==> src/hw/rtl/tgq_pkg.sv <==
// Package for the team queue: field widths, command and status codes,
// parameter defaults and the member map request type.
// No dependencies.
`default_nettype none

package tgq_pkg;

  localparam int PERSON_ID_W = 10;
  localparam int TEAM_ID_W   = 4;
  localparam int CMD_W       = 2;
  localparam int STATUS_W    = 2;

  localparam int DEF_TEAMS      = 16;
  localparam int DEF_PERSON_IDS = 1024;
  localparam int DEF_TEAM_DEPTH = 64;

  localparam logic [CMD_W-1:0] CMD_ASSIGN  = 2'd0;
  localparam logic [CMD_W-1:0] CMD_ENQUEUE = 2'd1;
  localparam logic [CMD_W-1:0] CMD_DEQUEUE = 2'd2;
  localparam logic [CMD_W-1:0] CMD_CLEAR   = 2'd3;

  localparam logic [STATUS_W-1:0] STATUS_OK    = 2'd0;
  localparam logic [STATUS_W-1:0] STATUS_EMPTY = 2'd1;
  localparam logic [STATUS_W-1:0] STATUS_FULL  = 2'd2;

  typedef struct packed {
    logic                   write;
    logic [PERSON_ID_W-1:0] person;
    logic [TEAM_ID_W-1:0]   team;
  } map_req_t;

endpackage

`default_nettype wire

==> src/hw/rtl/tgq_member_map.sv <==
// Person to team map held in a synchronous memory, with the clearing sweep
// that sets every entry to team zero after reset.
// Depends on tgq_pkg.
`default_nettype none

module tgq_member_map import tgq_pkg::*; #(
  parameter int TEAMS      = DEF_TEAMS,
  parameter int PERSON_IDS = DEF_PERSON_IDS
) (
  input  wire logic           clk,
  input  wire logic           rst,
  input  wire map_req_t       req,
  output logic [(((TEAMS < (2 ** TEAM_ID_W)) ? TEAMS : (2 ** TEAM_ID_W)) > 1 ?
                 $clog2((TEAMS < (2 ** TEAM_ID_W)) ? TEAMS : (2 ** TEAM_ID_W)) : 1) - 1:0]
                              map_team,
  output logic                clearing
);

  localparam int TEAMS_USED = (TEAMS < (2 ** TEAM_ID_W)) ? TEAMS : (2 ** TEAM_ID_W);
  localparam int TW         = (TEAMS_USED > 1) ? $clog2(TEAMS_USED) : 1;
  localparam int MAP_DEPTH  = (PERSON_IDS < (2 ** PERSON_ID_W)) ? PERSON_IDS
                                                                : (2 ** PERSON_ID_W);
  localparam int MW         = $clog2(MAP_DEPTH);

  // Remainder by the map depth through conditional subtraction of shifted
  // copies of the depth; steps that cannot apply are removed at elaboration.
  function automatic logic [PERSON_ID_W-1:0] person_slot(
    input logic [PERSON_ID_W-1:0] value
  );
    logic [PERSON_ID_W-1:0] rem;
    rem = value;
    for (int k = PERSON_ID_W - 1; k >= 0; k--) begin
      if ((MAP_DEPTH << k) < (1 << PERSON_ID_W)) begin
        if (rem >= PERSON_ID_W'(MAP_DEPTH << k)) begin
          rem = rem - PERSON_ID_W'(MAP_DEPTH << k);
        end
      end
    end
    return rem;
  endfunction

  logic [TW-1:0]            mem [MAP_DEPTH];
  logic [MW-1:0]            clear_idx;
  logic [PERSON_ID_W-1:0]   slot_full;
  logic [MW-1:0]            slot;

  assign slot_full = person_slot(req.person);
  assign slot      = slot_full[MW-1:0];

  always_ff @(posedge clk) begin
    if (rst) begin
      clearing  <= 1'b1;
      clear_idx <= '0;
    end else if (clearing) begin
      if (clear_idx == MW'(MAP_DEPTH - 1)) begin
        clearing <= 1'b0;
      end
      clear_idx <= clear_idx + 1'b1;
    end
  end

  always_ff @(posedge clk) begin
    if (clearing) begin
      mem[clear_idx] <= '0;
    end else if (req.write) begin
      mem[slot] <= req.team[TW-1:0];
    end
    map_team <= mem[slot];
  end

endmodule

`default_nettype wire

==> config.mk <==
export PLATFORM = sky130hd
export DESIGN_NAME = tgq_member_map
export DESIGN_NICKNAME = d
export VERILOG_FILES = /design/src/hw/rtl/tgq_pkg.sv /design/src/hw/rtl/tgq_member_map.sv
export SDC_FILE = /design/constraint.sdc
export NUM_CORES = 2
export LEC_CHECK = 0
export ABC_AREA = 1
export BUFFER_PORTS_ARGS = -buffer_cell sky130_fd_sc_hd__buf_2
export CORE_UTILIZATION = 35
export CTS_CLUSTER_SIZE = 10
export DETAILED_ROUTE_END_ITERATION = 10
export GPL_ROUTABILITY_DRIVEN = 0
export SYNTH_ARGS = -nofsm -noshare
export SYNTH_HDL_FRONTEND = slang
export SYNTH_SLANG_ARGS = --single-unit
==> constraint.sdc <==
create_clock -name clk -period 39.6 [get_ports clk]
set_input_delay 3.96 -clock clk [delete_from_list [all_inputs] [get_ports clk]]
set_output_delay 3.96 -clock clk [all_outputs]
set_load 0.02 [all_outputs]
==> run_results.csv <==
group,metric,value,unit
synthesis,synth_area_leaders,"edfxtp_1 (73%), nand3_1 (12%), nand2_1 (9.3%)",
synthesis,netlist.top_cell.by_area,"edfxtp_1",
synthesis,synth_ff_type,"edfxtp_1",
detailed_routing,first_pass_iters,6,
clocking,cts_root_buf,"clkbuf_16",
clocking,cts_resized,0,
floorplan,start_util,0.352,
worst_setup_path,required,40.50,ns
clocking,insertion_delay,0.99,ns
synthesis,synth_area_per_cell,11.5,um^2
worst_setup_path,cpMaxStageDelayCell,"buf_4",
floorplan,fp.dieH,697,um
floorplan,core-area,0.480,mm^2
clocking,cts_max_path_buffers,4,
global_route,grt_overflow,0,
synthesis,synth_top_area_share,0.727,
layout,drive_gt1_frac,0.0559,
flow_run,drv_cap,0,
synthesis,syn-cell-area,0.169,mm^2
timing,hold_viol,0,
synthesis,synth.yosys.seq_area_share,0.729,
placement,place_area,0.175,mm^2
run_status,outcome,"finished clean",
clocking,postCtsSetupBuffers,0,
detailed_routing,wire_per_inst,23.5,um
layout,syn2layout_area_growth,10.6,%
timing,fin_worst_skew,0.0518,ns
timing,whs,0.497,ns
detailed_routing,drtIter0Drc,14700,
detailed_routing,final_antenna_net_count,0,
worst_setup_path,worst-path-max-fanout,168,
synthesis,syn_nets,14700,
floorplan,die_x,697,um
worst_setup_path,end_kind,"register",
power_and_ir_drop,p_leak,0.0611,uW
placement,dp_cells,20200,
timing,finalSetupViolCount,0,
timing,drv_slew,0,
clocking,path_clk_slew,0.05,ns
power_and_ir_drop,ir_drop,0.0418,mV
synthesis,async_reset_ff_frac,0,
layout,final_common_cell,"nand2_1",
clocking,ctsHtreeMaxLevel,5,
worst_setup_path,cp.arrival,10.68,ns
worst_setup_path,crit_buf_inv,7,
global_route,grt_max_degree,215,
clocking,hold_buffers,0,
worst_setup_path,cpLargestDelayFamily,"buffers and inverters",
timing,setup_tns,0,ns
layout,fin_cells,20800,
timing,maxSlewHeadroom,0.194,
global_route,track_usage,0.195,
worst_setup_path,critical_path_class,"in -> reg",
global_route,antenna_found_initial,48,
power_and_ir_drop,p_per_area,47.5,mW/mm^2
worst_setup_path,setup.worst_path.start_class,"input pin",
worst_setup_path,worstPathCellList,"buf_12, inv_8, buf_4, buf_12, buf_4, buf_4, buf_4, nand2_1, nand3_1, nand3_1, nand3_1, nand3_1, nand3_1, nand3_1, nand3_1, nand3_1, nand2_1, nand2_1, nand2_1",
synthesis,yosysWarnings,0,
synthesis,ys_ff_latch,4111,
worst_setup_path,slowest_delay,0.82,ns
timing,grt_setup_unrepaired,"no",
detailed_routing,via_count,113000,
layout,design_area,0.187,mm^2
timing,fin_crit,9.79,ns
global_route,grt_pass1_vias,110000,
global_route,grt_pass1_wl,719,mm
power_and_ir_drop,power,8880,uW
placement,place_hpwl,266,mm
worst_setup_path,cp_common_cell,"nand3_1",
detailed_routing,viasPerCell,5.41,
clocking,cts_tree,"built",
timing,fin_crit_sh,0.247,
floorplan,num_rows,254,
clocking,cts.sinks,4111,
layout,mostFrequentLayoutCells,"nand2_1 (4162), edfxtp_1 (4096), nand3_1 (4083)",
clocking,numCtsBuffers,453,
floorplan,die_area,0.486,mm^2
detailed_routing,drc,0,
floorplan,ios,22,
layout,fin_nets,14300,
synthesis,postSynthCellCount,14700,
synthesis,synth_edf_count,4096,
timing,max_freq,102,MHz
hold_path,hp-class,"reg -> reg",
synthesis,synth_cell_type_count,28,
timing,tightest_slew,1.21,ns
detailed_routing,drt_wl_total,490,mm
placement,io_buffers,21,
[final timing paths]
path,start,to,slack (ns),cells past startpoint
setup / recovery,req[4],map_team[0],29.81,19
hold / removal,clear_idx[9],clear_idx[9],0.50,2
setup reg to reg,clearing,mem[645][1],34.17,7
hold reg to reg,clear_idx[9],clear_idx[9],0.50,2
[cell type report]
| cell class | instances | area, um^2 |
|---|---|---|
| fillers | 45700 | 293000 |
| flip-flops and latches | 4111 | 123000 |
| multi-input cells | 9401 | 41000 |
| clock buffers | 554 | 11800 |
| well taps | 6400 | 8010 |
| repair buffers | 237 | 2100 |
| clock inverters | 32 | 512 |
| inverters | 72 | 308 |
| diodes | 9 | 22.5 |
[synthesized netlist by cell type, types with 5 or more instances]
cell type	number
nor3_1	21
inv_2	18
nand2_1	4182
clkbuf_1	388
buf_6	6
dfxtp_1	15
nor2_2	7
nor2_1	1055
a21oi_1	6
o21ai_0	7
edfxtp_1	4096
o21ai_2	8
nor2_4	5
buf_1	174
inv_1	54
buf_4	48
buf_2	484
nand3_1	4097
[tightest hold or removal path, stage by stage, from the launching register on]
cell and delay, ns:
dfxtp_1 0.31, inv_1 0.08, a21oi_1 0.06
[metal layers]
layer / part of all wire / global-route usage / vias up
li1: - / - / 50900
met1: 0.42 / 0.273 / 55400
met2: 0.45 / 0.305 / 5318
met3: 0.095 / 0.0335 / 931
met4: 0.039 / 0.0732 / 10
met5: 0.00013 / 0 / -
[through the flow]
step	utilization	setup slack, ns
after detailed placement	0.364	29.11
after global placement	0.364	29.20
after floorplan	-	6.97
after global routing	0.390	29.60
final	0.390	29.81
after CTS	0.390	30.15
[power by group]
part,switching [uW],internal [uW]
sequential,2.97,4720
clock,1630,2070
combinational,346,122
total,1980,6900
[state kept, by name, summed over array words and instances, names as in the netlist]
signal / count
mem: 4096
clear_idx: 10
map_team: 4
clearing: 1
[cells by family (layout without fill, tap and decap cells)]
group / Yosys count / in the layout / synth area share
simple gates: 9375 / 9375 / 0.239
compound gates: 25 / 25 / 0.000947
buf+inv: 1172 / 895 / 0.0309
flops: 4111 / 4111 / 0.729
fa+ha+maj: 1 / 1 / 0.0000740
other cells: 0 / 9 / 0
Note: power is estimated with default switching activity, not from simulation.
